File: config.mk
export PLATFORM = sky130hd
export DESIGN_NAME = battery_fuel_gauge_estimator_core
export DESIGN_NICKNAME = d
export VERILOG_FILES = /design/src/hdl/bfg_pkg.sv /design/src/hdl/bfg_div.sv /design/src/hdl/bfg_ring.sv /design/src/hdl/battery_fuel_gauge_estimator_core.sv
export SDC_FILE = /design/constraint.sdc
export NUM_CORES = 2
export LEC_CHECK = 0
export BUFFER_PORTS_ARGS = -buffer_cell sky130_fd_sc_hd__buf_2
export CORE_MARGIN = 1
export CORE_UTILIZATION = 50
export CTS_CLUSTER_DIAMETER = 40
export CTS_CLUSTER_SIZE = 16
export DETAILED_ROUTE_END_ITERATION = 12
export GPL_TIMING_DRIVEN = 0
export PLACE_DENSITY = 0.66
export RECOVER_POWER = 100
export SLEW_MARGIN = 20
export SYNTH_ARGS = -nofsm -noshare
export SYNTH_HDL_FRONTEND = slang
export SYNTH_SLANG_ARGS = --single-unit
File: constraint.sdc
create_clock -name clk -period 15.4 [get_ports clk]
set_clock_uncertainty 0.2 [all_clocks]
set_input_delay 1.54 -clock clk [delete_from_list [all_inputs] [get_ports clk]]
set_output_delay 1.54 -clock clk [all_outputs]
set_load 0.01 [all_outputs]
File: src/hdl/bfg_pkg.sv
`timescale 1ns / 1ps
`default_nettype none
package bfg_pkg;

    localparam int CURVE_POINTS  = 16;
    localparam int AVG_DEPTH     = 8;
    localparam int UPDATE_PERIOD = 10;
    localparam int PERCENT_STEP  = 5;

    localparam int POINT_DIST = 256 / CURVE_POINTS;
    localparam int CRV_AW     = (CURVE_POINTS > 1) ? $clog2(CURVE_POINTS) : 1;
    localparam int RING_AW    = (AVG_DEPTH > 1) ? $clog2(AVG_DEPTH) : 1;
    localparam int RING_CW    = $clog2(AVG_DEPTH + 1);
    localparam int RING_SW    = 8 + RING_CW;
    localparam int HOLD_W     = 4;
    localparam int DIV_NUM_W  = 24;
    localparam int DIV_DEN_W  = 16;
    localparam int DIV_CW     = $clog2(DIV_NUM_W + 1);
    localparam int PCT_MUL    = 100 / PERCENT_STEP;
    localparam int NUM_COEF   = 6;

    // status reading ranges, tested in this order
    localparam logic [7:0] NONE_LO  = 8'd130;
    localparam logic [7:0] NONE_HI  = 8'd210;
    localparam logic [7:0] CHG_LO   = 8'd4;
    localparam logic [7:0] CHG_HI   = 8'd62;
    localparam logic [7:0] FULL_LO  = 8'd211;
    localparam logic [7:0] FULL_HI  = 8'd255;
    localparam logic [7:0] DSCH_LO  = 8'd0;
    localparam logic [7:0] DSCH_HI  = 8'd3;
    localparam logic [7:0] LEVEL_MAX = 8'd255;

    typedef enum logic [2:0] {
        ST_NONE        = 3'd0,
        ST_CHARGING    = 3'd1,
        ST_CHARGED     = 3'd2,
        ST_DISCHARGING = 3'd3,
        ST_UNKNOWN     = 3'd4
    } bat_status_t;

    typedef enum logic [2:0] {
        CFG_COEF_CONTRAST_SQ    = 3'd0,
        CFG_COEF_COLOR_CONTRAST = 3'd1,
        CFG_COEF_COLOR_SQ       = 3'd2,
        CFG_COEF_CONTRAST       = 3'd3,
        CFG_COEF_COLOR          = 3'd4,
        CFG_COEF_BIAS           = 3'd5,
        CFG_PERCENT_GAIN        = 3'd6,
        CFG_PERCENT_OFFSET      = 3'd7
    } cfg_reg_t;

    typedef enum logic [3:0] {
        S_IDLE,
        S_LOAD_V,
        S_LOAD_M,
        S_LOAD_FIN,
        S_CRV_MID,
        S_CRV_CMP,
        S_DIV_LVL,
        S_CORR,
        S_PUSH,
        S_PUSH_W,
        S_DIV_AVG,
        S_DONE
    } state_t;

    typedef struct packed {
        logic        mode;
        logic [7:0]  status_reading;
        logic [15:0] level_sample;
        logic [7:0]  contrast;
        logic [7:0]  avg_color;
        logic [3:0]  point_index;
        logic [15:0] point_lower;
        logic [15:0] point_span;
    } in_item_t;

    typedef struct packed {
        logic [2:0] battery_status;
        logic       updated;
        logic [7:0] corrected_level;
        logic [7:0] average_level;
        logic [6:0] battery_percent;
        logic       low_battery;
    } out_item_t;

    typedef struct packed {
        logic       clear;
        logic       push;
        logic [7:0] level;
    } ring_ctrl_t;

    typedef struct packed {
        logic               done;
        logic [RING_SW-1:0] sum;
        logic [RING_CW-1:0] count;
    } ring_stat_t;

    typedef struct packed {
        logic                 start;
        logic [DIV_NUM_W-1:0] num;
        logic [DIV_DEN_W-1:0] den;
    } div_req_t;

    typedef struct packed {
        logic                 done;
        logic [DIV_NUM_W-1:0] quo;
    } div_rsp_t;

    function automatic bat_status_t classify(input logic [7:0] r);
        bat_status_t s;
        priority if (r >= NONE_LO && r <= NONE_HI) s = ST_NONE;
        else if (r >= CHG_LO && r <= CHG_HI)       s = ST_CHARGING;
        else if (r >= FULL_LO && r <= FULL_HI)     s = ST_CHARGED;
        else if (r >= DSCH_LO && r <= DSCH_HI)     s = ST_DISCHARGING;
        else                                       s = ST_UNKNOWN;
        return s;
    endfunction

endpackage
`default_nettype wire

File: src/hdl/bfg_div.sv
`timescale 1ns / 1ps
`default_nettype none
module bfg_div (
    input  wire logic              clk,
    input  wire logic              rst_n,
    input  wire bfg_pkg::div_req_t req,
    output bfg_pkg::div_rsp_t      rsp
);

    logic [bfg_pkg::DIV_NUM_W-1:0] num_reg, num_next;
    logic [bfg_pkg::DIV_DEN_W:0]   rem_reg, rem_next;
    logic [bfg_pkg::DIV_DEN_W-1:0] den_reg, den_next;
    logic [bfg_pkg::DIV_CW-1:0]    cnt_reg, cnt_next;
    logic                          busy_reg, busy_next;
    logic                          done_reg, done_next;
    logic [bfg_pkg::DIV_DEN_W:0]   shifted;
    logic [bfg_pkg::DIV_DEN_W+1:0] trial;

    // one quotient bit per cycle, restoring
    always_comb
    begin
        num_next  = num_reg;
        rem_next  = rem_reg;
        den_next  = den_reg;
        cnt_next  = cnt_reg;
        busy_next = busy_reg;
        done_next = 1'b0;
        shifted   = {rem_reg[bfg_pkg::DIV_DEN_W-1:0], num_reg[bfg_pkg::DIV_NUM_W-1]};
        trial     = {1'b0, shifted} - {2'b00, den_reg};
        if (req.start)
        begin
            num_next  = req.num;
            den_next  = req.den;
            rem_next  = '0;
            cnt_next  = bfg_pkg::DIV_CW'(bfg_pkg::DIV_NUM_W);
            busy_next = 1'b1;
        end
        else if (busy_reg)
        begin
            if (!trial[bfg_pkg::DIV_DEN_W+1])
            begin
                rem_next = trial[bfg_pkg::DIV_DEN_W:0];
                num_next = {num_reg[bfg_pkg::DIV_NUM_W-2:0], 1'b1};
            end
            else
            begin
                rem_next = shifted;
                num_next = {num_reg[bfg_pkg::DIV_NUM_W-2:0], 1'b0};
            end
            cnt_next = cnt_reg - 1'b1;
            if (cnt_reg == bfg_pkg::DIV_CW'(1))
            begin
                busy_next = 1'b0;
                done_next = 1'b1;
            end
        end
    end

    always_ff @(posedge clk or negedge rst_n)
    begin
        if (!rst_n)
        begin
            busy_reg <= 1'b0;
            done_reg <= 1'b0;
            cnt_reg  <= '0;
        end
        else
        begin
            busy_reg <= busy_next;
            done_reg <= done_next;
            cnt_reg  <= cnt_next;
        end
    end

    always_ff @(posedge clk)
    begin
        num_reg <= num_next;
        rem_reg <= rem_next;
        den_reg <= den_next;
    end

    // zero divisor gives zero
    assign rsp.done = done_reg;
    assign rsp.quo  = (den_reg == '0) ? '0 : num_reg;

endmodule
`default_nettype wire

File: src/hdl/bfg_ring.sv
`timescale 1ns / 1ps
`default_nettype none
module bfg_ring (
    input  wire logic                clk,
    input  wire logic                rst_n,
    input  wire bfg_pkg::ring_ctrl_t ctrl,
    output bfg_pkg::ring_stat_t      stat
);

    logic [7:0] mem [bfg_pkg::AVG_DEPTH];

    logic [bfg_pkg::RING_AW-1:0] head_reg, head_next;
    logic [bfg_pkg::RING_CW-1:0] count_reg, count_next;
    logic [bfg_pkg::RING_SW-1:0] sum_reg, sum_next;
    logic                        phase_reg, phase_next;
    logic                        done_reg, done_next;
    logic [7:0]                  level_reg;
    logic [7:0]                  old_reg;
    logic                        full;
    logic [7:0]                  evict;

    // oldest entry is read under head and replaced in the following cycle
    always_ff @(posedge clk)
    begin
        if (ctrl.push)
        begin
            old_reg   <= mem[head_reg];
            level_reg <= ctrl.level;
        end
        if (phase_reg)
        begin
            mem[head_reg] <= level_reg;
        end
    end

    assign full  = (count_reg == bfg_pkg::RING_CW'(bfg_pkg::AVG_DEPTH));
    assign evict = full ? old_reg : 8'd0;

    always_comb
    begin
        head_next  = head_reg;
        count_next = count_reg;
        sum_next   = sum_reg;
        phase_next = ctrl.push;
        done_next  = 1'b0;
        if (ctrl.clear)
        begin
            count_next = '0;
            sum_next   = '0;
        end
        else if (phase_reg)
        begin
            sum_next  = sum_reg + bfg_pkg::RING_SW'(level_reg) - bfg_pkg::RING_SW'(evict);
            done_next = 1'b1;
            if (head_reg == bfg_pkg::RING_AW'(bfg_pkg::AVG_DEPTH - 1))
                head_next = '0;
            else
                head_next = head_reg + 1'b1;
            if (!full)
                count_next = count_reg + 1'b1;
        end
    end

    always_ff @(posedge clk or negedge rst_n)
    begin
        if (!rst_n)
        begin
            head_reg  <= '0;
            count_reg <= '0;
            sum_reg   <= '0;
            phase_reg <= 1'b0;
            done_reg  <= 1'b0;
        end
        else
        begin
            head_reg  <= head_next;
            count_reg <= count_next;
            sum_reg   <= sum_next;
            phase_reg <= phase_next;
            done_reg  <= done_next;
        end
    end

    assign stat.done  = done_reg;
    assign stat.sum   = sum_reg;
    assign stat.count = count_reg;

endmodule
`default_nettype wire

File: src/hdl/battery_fuel_gauge_estimator_core.sv
`timescale 1ns / 1ps
`default_nettype none
// Battery fuel gauge estimator.
// Input channel in_valid/in_stall/in_data: mode 1 writes one discharge curve
// point, mode 0 takes a status reading and voltage sample. Every item yields
// exactly one result on out_valid/out_stall/out_data.
// Config channel cfg_valid/cfg_ready/cfg_index/cfg_data writes the load
// coefficients, gain and offset; cfg_ready is always high. Write only while idle.
// Curve writes and samples that do not update go from idle through the done
// state to the output register. An updating sample passes through the load
// estimate (one multiply per term), the curve search (one read of the curve
// memory per point visited), the interpolation divide when it is needed,
// correction and the ring read-modify-write, the averaging divide and the
// load of the output register.
// One item is worked on at a time; the next is taken once the result sits in
// the output register, even while the receiver stalls it.
// Reset: status unknown, average, ring count and update holdoff zero; curve
// memory and level ring hold garbage until written.
module battery_fuel_gauge_estimator_core (
    input  wire logic              clk,
    input  wire logic              rst_n,
    input  wire logic              in_valid,
    output logic                   in_stall,
    input  wire bfg_pkg::in_item_t in_data,
    output logic                   out_valid,
    input  wire logic              out_stall,
    output bfg_pkg::out_item_t     out_data,
    input  wire logic              cfg_valid,
    output logic                   cfg_ready,
    input  wire logic [2:0]        cfg_index,
    input  wire logic [15:0]       cfg_data
);

    logic [31:0] curve_mem [bfg_pkg::CURVE_POINTS];
    logic [31:0] curve_rdata_reg;

    logic signed [15:0] coef_reg [bfg_pkg::NUM_COEF];
    logic signed [7:0]  gain_reg;
    logic signed [7:0]  offset_reg;

    bfg_pkg::state_t       state_reg, state_next;
    bfg_pkg::bat_status_t  status_reg, status_next;
    logic [bfg_pkg::HOLD_W-1:0] hold_reg, hold_next;
    logic [7:0]  avg_reg, avg_next;
    logic        updated_reg, updated_next;
    logic        out_valid_reg, out_valid_next;
    bfg_pkg::out_item_t out_reg, out_next;

    logic [15:0] sample_reg, sample_next;
    logic [7:0]  contrast_reg, contrast_next;
    logic [7:0]  color_reg, color_next;
    logic [2:0]  k_reg, k_next;
    logic [15:0] vprod_reg, vprod_next;
    logic [15:0] acc_reg, acc_next;
    logic [7:0]  load_reg, load_next;
    logic [bfg_pkg::CRV_AW-1:0] idx_reg, idx_next;
    logic [15:0] mid_reg, mid_next;
    logic [15:0] prev_reg, prev_next;
    logic [7:0]  base_reg, base_next;
    logic [7:0]  level_reg, level_next;
    logic [7:0]  corr_reg, corr_next;

    logic                       crv_rd;
    logic [bfg_pkg::CRV_AW-1:0] crv_addr;
    logic                       in_xfer;
    logic                       out_xfer;

    bfg_pkg::ring_ctrl_t ring_ctrl;
    bfg_pkg::ring_stat_t ring_stat;
    bfg_pkg::div_req_t   div_req;
    bfg_pkg::div_rsp_t   div_rsp;

    logic [7:0]         opa, opb;
    logic signed [32:0] lprod;
    logic [23:0]        span_load;
    logic [15:0]        diff;
    logic               diff_pos;
    logic signed [16:0] cprod;
    logic signed [10:0] adj;
    logic [15:0]        pct_acc;
    logic [15:0]        pct_full;
    bfg_pkg::bat_status_t cls;

    assign cfg_ready = 1'b1;
    assign in_xfer   = in_valid && !in_stall;
    assign out_xfer  = out_valid_reg && !out_stall;
    assign in_stall  = (state_reg != bfg_pkg::S_IDLE);
    assign out_valid = out_valid_reg;
    assign out_data  = out_reg;

    always_ff @(posedge clk or negedge rst_n)
    begin
        if (!rst_n)
        begin
            for (int i = 0; i < bfg_pkg::NUM_COEF; i++)
                coef_reg[i] <= '0;
            gain_reg   <= '0;
            offset_reg <= '0;
        end
        else if (cfg_valid && cfg_ready)
        begin
            unique case (bfg_pkg::cfg_reg_t'(cfg_index))
                bfg_pkg::CFG_PERCENT_GAIN:   gain_reg   <= cfg_data[7:0];
                bfg_pkg::CFG_PERCENT_OFFSET: offset_reg <= cfg_data[7:0];
                default:                     coef_reg[cfg_index] <= cfg_data;
            endcase
        end
    end

    // curve memory: written by mode 1 transfers, read during the search
    always_ff @(posedge clk)
    begin
        if (in_xfer && in_data.mode &&
            (32'(in_data.point_index) < bfg_pkg::CURVE_POINTS))
        begin
            curve_mem[bfg_pkg::CRV_AW'(in_data.point_index)] <=
                {in_data.point_lower, in_data.point_span};
        end
        if (crv_rd)
        begin
            curve_rdata_reg <= curve_mem[crv_addr];
        end
    end

    bfg_ring u_ring (
        .clk  (clk),
        .rst_n(rst_n),
        .ctrl (ring_ctrl),
        .stat (ring_stat)
    );

    bfg_div u_div (
        .clk  (clk),
        .rst_n(rst_n),
        .req  (div_req),
        .rsp  (div_rsp)
    );

    always_comb
    begin
        unique case (k_reg)
            3'd0:    begin opa = contrast_reg; opb = contrast_reg; end
            3'd1:    begin opa = color_reg;    opb = contrast_reg; end
            3'd2:    begin opa = color_reg;    opb = color_reg;    end
            3'd3:    begin opa = contrast_reg; opb = 8'd1;         end
            3'd4:    begin opa = color_reg;    opb = 8'd1;         end
            default: begin opa = 8'd1;         opb = 8'd1;         end
        endcase
    end

    assign lprod     = $signed({1'b0, vprod_reg}) * coef_reg[k_reg];
    assign span_load = curve_rdata_reg[15:0] * load_reg;
    assign diff      = sample_reg - mid_reg;
    assign diff_pos  = !diff[15] && (diff != 16'd0);
    assign cprod     = gain_reg * $signed({1'b0, level_reg});
    assign adj       = $signed({3'b000, level_reg}) + $signed({{2{cprod[16]}}, cprod[16:8]})
                     + $signed({{3{offset_reg[7]}}, offset_reg});
    assign pct_acc   = 16'(avg_next) * 16'(bfg_pkg::PCT_MUL) + 16'd255;
    assign pct_full  = 16'(pct_acc[15:8]) * 16'(bfg_pkg::PERCENT_STEP);
    assign cls       = bfg_pkg::classify(in_data.status_reading);

    always_comb
    begin
        state_next     = state_reg;
        status_next    = status_reg;
        hold_next      = hold_reg;
        avg_next       = avg_reg;
        updated_next   = updated_reg;
        out_valid_next = out_valid_reg && !out_xfer;
        out_next       = out_reg;
        sample_next    = sample_reg;
        contrast_next  = contrast_reg;
        color_next     = color_reg;
        k_next         = k_reg;
        vprod_next     = vprod_reg;
        acc_next       = acc_reg;
        load_next      = load_reg;
        idx_next       = idx_reg;
        mid_next       = mid_reg;
        prev_next      = prev_reg;
        base_next      = base_reg;
        level_next     = level_reg;
        corr_next      = corr_reg;
        crv_rd         = 1'b0;
        crv_addr       = idx_reg;
        ring_ctrl      = '0;
        ring_ctrl.level = corr_reg;
        div_req        = '0;

        unique case (state_reg)
            bfg_pkg::S_IDLE:
            begin
                if (in_xfer)
                begin
                    updated_next  = 1'b0;
                    corr_next     = 8'd0;
                    sample_next   = in_data.level_sample;
                    contrast_next = in_data.contrast;
                    color_next    = in_data.avg_color;
                    state_next    = bfg_pkg::S_DONE;
                    if (!in_data.mode)
                    begin
                        status_next = cls;
                        if (cls != bfg_pkg::ST_DISCHARGING)
                        begin
                            avg_next        = 8'd0;
                            hold_next       = '0;
                            ring_ctrl.clear = 1'b1;
                        end
                        else if (hold_reg != '0)
                        begin
                            hold_next = hold_reg - 1'b1;
                        end
                        else
                        begin
                            hold_next    = bfg_pkg::HOLD_W'(bfg_pkg::UPDATE_PERIOD - 1);
                            updated_next = 1'b1;
                            k_next       = 3'd0;
                            acc_next     = 16'd0;
                            state_next   = bfg_pkg::S_LOAD_V;
                        end
                    end
                end
            end

            bfg_pkg::S_LOAD_V:
            begin
                vprod_next = 16'(opa * opb);
                state_next = bfg_pkg::S_LOAD_M;
            end

            bfg_pkg::S_LOAD_M:
            begin
                acc_next = acc_reg + lprod[23:8];
                if (k_reg == 3'(bfg_pkg::NUM_COEF - 1))
                begin
                    state_next = bfg_pkg::S_LOAD_FIN;
                end
                else
                begin
                    k_next     = k_reg + 1'b1;
                    state_next = bfg_pkg::S_LOAD_V;
                end
            end

            bfg_pkg::S_LOAD_FIN:
            begin
                if (acc_reg[15])
                    load_next = 8'd255;
                else if (acc_reg[14:11] != 4'd0)
                    load_next = 8'd0;
                else
                    load_next = 8'd255 - acc_reg[10:3];
                idx_next   = '0;
                crv_rd     = 1'b1;
                crv_addr   = '0;
                base_next  = 8'(256 - bfg_pkg::POINT_DIST);
                state_next = bfg_pkg::S_CRV_MID;
            end

            bfg_pkg::S_CRV_MID:
            begin
                mid_next   = curve_rdata_reg[31:16] + span_load[23:8];
                state_next = bfg_pkg::S_CRV_CMP;
            end

            bfg_pkg::S_CRV_CMP:
            begin
                if (diff_pos)
                begin
                    if (idx_reg == '0)
                    begin
                        level_next = bfg_pkg::LEVEL_MAX;
                        state_next = bfg_pkg::S_CORR;
                    end
                    else
                    begin
                        div_req.start = 1'b1;
                        div_req.num   = bfg_pkg::DIV_NUM_W'(diff[14:0])
                                      * bfg_pkg::DIV_NUM_W'(bfg_pkg::POINT_DIST);
                        div_req.den   = prev_reg - mid_reg;
                        state_next    = bfg_pkg::S_DIV_LVL;
                    end
                end
                else
                begin
                    prev_next = mid_reg;
                    base_next = base_reg - 8'(bfg_pkg::POINT_DIST);
                    if (idx_reg == bfg_pkg::CRV_AW'(bfg_pkg::CURVE_POINTS - 1))
                    begin
                        level_next = 8'd0;
                        state_next = bfg_pkg::S_CORR;
                    end
                    else
                    begin
                        idx_next   = idx_reg + 1'b1;
                        crv_rd     = 1'b1;
                        crv_addr   = idx_reg + 1'b1;
                        state_next = bfg_pkg::S_CRV_MID;
                    end
                end
            end

            bfg_pkg::S_DIV_LVL:
            begin
                if (div_rsp.done)
                begin
                    level_next = div_rsp.quo[7:0] + base_reg;
                    state_next = bfg_pkg::S_CORR;
                end
            end

            bfg_pkg::S_CORR:
            begin
                if (adj[10])
                    corr_next = 8'd0;
                else if (adj[9:8] != 2'd0)
                    corr_next = 8'd255;
                else
                    corr_next = adj[7:0];
                state_next = bfg_pkg::S_PUSH;
            end

            bfg_pkg::S_PUSH:
            begin
                ring_ctrl.push = 1'b1;
                state_next     = bfg_pkg::S_PUSH_W;
            end

            bfg_pkg::S_PUSH_W:
            begin
                if (ring_stat.done)
                begin
                    div_req.start = 1'b1;
                    div_req.num   = bfg_pkg::DIV_NUM_W'(ring_stat.sum);
                    div_req.den   = bfg_pkg::DIV_DEN_W'(ring_stat.count);
                    state_next    = bfg_pkg::S_DIV_AVG;
                end
            end

            bfg_pkg::S_DIV_AVG:
            begin
                if (div_rsp.done)
                begin
                    avg_next   = div_rsp.quo[7:0];
                    state_next = bfg_pkg::S_DONE;
                end
            end

            bfg_pkg::S_DONE:
            begin
                if (!out_valid_reg || !out_stall)
                begin
                    out_valid_next           = 1'b1;
                    out_next.battery_status  = status_reg;
                    out_next.updated         = updated_reg;
                    out_next.corrected_level = corr_reg;
                    out_next.average_level   = avg_reg;
                    out_next.battery_percent = pct_full[6:0];
                    out_next.low_battery     = (status_reg == bfg_pkg::ST_DISCHARGING)
                                             && (avg_reg == 8'd0);
                    state_next               = bfg_pkg::S_IDLE;
                end
            end

            default:
            begin
                state_next = bfg_pkg::S_IDLE;
            end
        endcase
    end

    always_ff @(posedge clk or negedge rst_n)
    begin
        if (!rst_n)
        begin
            state_reg     <= bfg_pkg::S_IDLE;
            status_reg    <= bfg_pkg::ST_UNKNOWN;
            hold_reg      <= '0;
            avg_reg       <= '0;
            out_valid_reg <= 1'b0;
        end
        else
        begin
            state_reg     <= state_next;
            status_reg    <= status_next;
            hold_reg      <= hold_next;
            avg_reg       <= avg_next;
            out_valid_reg <= out_valid_next;
        end
    end

    always_ff @(posedge clk)
    begin
        out_reg      <= out_next;
        updated_reg  <= updated_next;
        sample_reg   <= sample_next;
        contrast_reg <= contrast_next;
        color_reg    <= color_next;
        k_reg        <= k_next;
        vprod_reg    <= vprod_next;
        acc_reg      <= acc_next;
        load_reg     <= load_next;
        idx_reg      <= idx_next;
        mid_reg      <= mid_next;
        prev_reg     <= prev_next;
        base_reg     <= base_next;
        level_reg    <= level_next;
        corr_reg     <= corr_next;
    end

    a_busy_after_xfer: assert property (@(posedge clk) disable iff (!rst_n)
        in_xfer |=> (state_reg != bfg_pkg::S_IDLE))
        else $error("no work started after input transfer");

    a_low_needs_dsch: assert property (@(posedge clk) disable iff (!rst_n)
        out_valid |-> (!out_data.low_battery ||
                       out_data.battery_status == bfg_pkg::ST_DISCHARGING))
        else $error("low battery flagged while not discharging");

    a_ring_count: assert property (@(posedge clk) disable iff (!rst_n)
        ring_stat.count <= bfg_pkg::RING_CW'(bfg_pkg::AVG_DEPTH))
        else $error("ring count beyond depth");

    a_no_update_result: assert property (@(posedge clk) disable iff (!rst_n)
        (out_valid && !out_data.updated) |-> (out_data.corrected_level == 8'd0))
        else $error("corrected level without update");

endmodule
`default_nettype wire
==> out/metrics.csv <==
metric,value,unit
fp.dieW,348,um
synth_edf_count,820,
grt_overflow_total,0,
antenna_left,0,
drt_pre_antenna_iters,6,
r2r_slack,2850,ps
clk_latency,760,ps
slowest_delay,750,ps
root_buffer,clkbuf_16,
fmaxAchievable,0.0797,GHz
rsz0062_at_grt,no,
failed_checks,"max-capacitance violations, max-slew violations",
ys.flop_type,edfxtp_1,
cp_max_fo,10,
worstHoldPathType,reg2reg,
routed_wl,157000,um
r2r_end,acc_reg[15]$_SDFFCE_PN0P_,
dpl_cell_area,0.0631,sq mm
synth_nets,5812,
layout_min_cycle_time,12550,ps
multiInputGateArea,0.0276,sq mm
port_buffers,126,
dr_total_vias,40700,
slew_headroom,-236,%
hold_buffers,0,
crit_end,acc_reg[15]$_SDFFCE_PN0P_,
area_growth,11.6,%
fin_area,0.0668,sq mm
ys_top_cells_by_area,"edfxtp_1, fa_1, ha_1, dfrtp_1, inv_1",
grt_pass1_wl,242000,um
min_path_cells,0,
fin_tns_setup,0,ps
crit_type,reg2reg,
timing.final.crit_share,81.5,%
clkTransAtPathRegs,50,ps
yosysWarnings,0,
cts_buffers,132,
syn_area_per_cell,11.9,sq um
drt_iter0_drc,4003,
cp_common_cell,clkbuf_1,
post_cts_buffers,0,
worst_pin_slew,5040,ps
startpoint,k_reg[0]$_SDFFCE_PN0P_,
start_util,50.6,%
drcViolationCount,0,
core-area,0.118,sq mm
async_reset_ff_share,16.0,%
nets,6116,
ios,132,
cp-start-kind,flip-flop,
antenna_found_initial,11,
netlist_area,0.0598,sq mm
fillerInstances,9855,
final-setup-viol-count,0,
seq_area_frac_synth,48.5,%
gp_congestion,0.906,
fp-row-count,126,
crit_required,15690,ps
hpwl,115000,um
cts_tree,done,
cp.arrival,12830,ps
synth.distinct_cells,97,
final-seq-area,0.0290,sq mm
r2r_start,k_reg[0]$_SDFFCE_PN0P_,
maxSlewViolCount,387,
largest_register_ffs,512,
die_y,348,um
final_common_cell,edfxtp_1,
cts_buffer_depth,3,
grtUsageTotal,26.3,%
cts.sinks,1000,
wire_per_inst,22.5,um
cts_resized,0,
outcome,"complete, but fails checks",
finalHoldViolations,0,
worst_path_max_delay_cell,clkbuf_1,
via_per_inst,5.84,
syn_inst,5032,
worstHoldStart,mid_reg[14]$_DFFE_PP_,
grt_pass1_vias,41000,
r2r_cells,39,
grt_max_degree,98,
synth_top_cell_area_share,41.2,%
cts_max_level,4,
cp-end-kind,flip-flop,
dieArea,0.121,sq mm
yosysTopAreaCell,edfxtp_1,
mostFrequentLayoutCells,"edfxtp_1, inv_1, nand2_1, clkbuf_1, fa_1",
ys_ff_latch,1000,
drive_gt1_share,9.48,%
max_cap_violations,14,
## worst max-delay path: cells and delay by family (launching register included)
kind / cells / cell delay, ps
buffers and inverters: 8 / 3240
flip-flops: 1 / 390
AO/OA/AOI/OAI: 8 / 2450
multiplexers: 1 / 280
adder cells (fa/ha/maj): 8 / 2950
AND/OR/NAND/NOR: 11 / 1880
XOR/XNOR: 3 / 840
## layout make-up
class	instances	share of cell area (%)
sequential	1000	43.5
clock buffer	152	5.24
multi-input combinational	3233	41.4
timing repair buffer	170	1.04
tap	1536	2.88
antenna	1	0.00375
inverter	560	3.15
clock inverter	89	1.36
buffer	239	1.45
## cell usage after synthesis (all sizes together), types with 80 or more instances
library cell  number
ha               332
nand2            369
fa               347
dfrtp            159
nor2b             80
nand3            134
xnor2            103
inv              558
nor2             206
a21oi            219
and2             154
mux2             156
and3             220
o21ai            221
clkbuf           193
edfxtp           820
## worst min path at each step
stage | endpoint | slack [ps]
floorplan | out_data[24]$_DFFE_PP_ | 200
global placement | prev_reg[14]$_DFFE_PP_ | 230
detailed placement | prev_reg[14]$_DFFE_PP_ | 230
CTS | prev_reg[14]$_DFFE_PP_ | 230
global route | prev_reg[13]$_DFFE_PP_ | 240
finish | prev_reg[14]$_DFFE_PP_ | 220
## through the flow
| stage | setup WS [ps] | instances | utilization [%] | hold WS, ps |
|---|---|---|---|---|
| floorplan | 5880 | 5032 | - | 200 |
| global placement | 3750 | 6694 | 52.7 | 229 |
| detailed placement | 3670 | 6738 | 53.4 | 232 |
| CTS | 3660 | 6979 | 57.1 | 226 |
| global route | 2080 | 6979 | 56.5 | 244 |
| finish | 2850 | 6980 | 56.5 | 222 |
## cell families (layout without fill, tap and decap cells)
group                    count (synthesis)  after routing  synth area share (%)
AO/OA/AOI/OAI                          819            819                  9.09
XOR/XNOR                               151            151                  2.22
flip-flops                            1000           1000                  48.5
other                                    2              3                0.0126
multiplexers                           224            224                  4.83
AND/OR/NAND/NOR                       1358           1358                  11.5
buffers and inverters                  799           1210                  5.22
adder cells (fa/ha/maj)                679            679                  18.6
## layer usage
| metal | up-vias | GRT usage [%] | wire length (um) |
|---|---|---|---|
| met5 | - | 0 | 103 |
| met4 | 14 | 10.0 | 5810 |
| met3 | 350 | 4.29 | 12400 |
| met2 | 1659 | 41.9 | 72900 |
| met1 | 20300 | 36.0 | 65600 |
| li1 | 18400 | - | - |
Power is left out: the tool's default activity adds up to more than one toggle a clock period on the data nets, which glitch-free logic cannot reach.
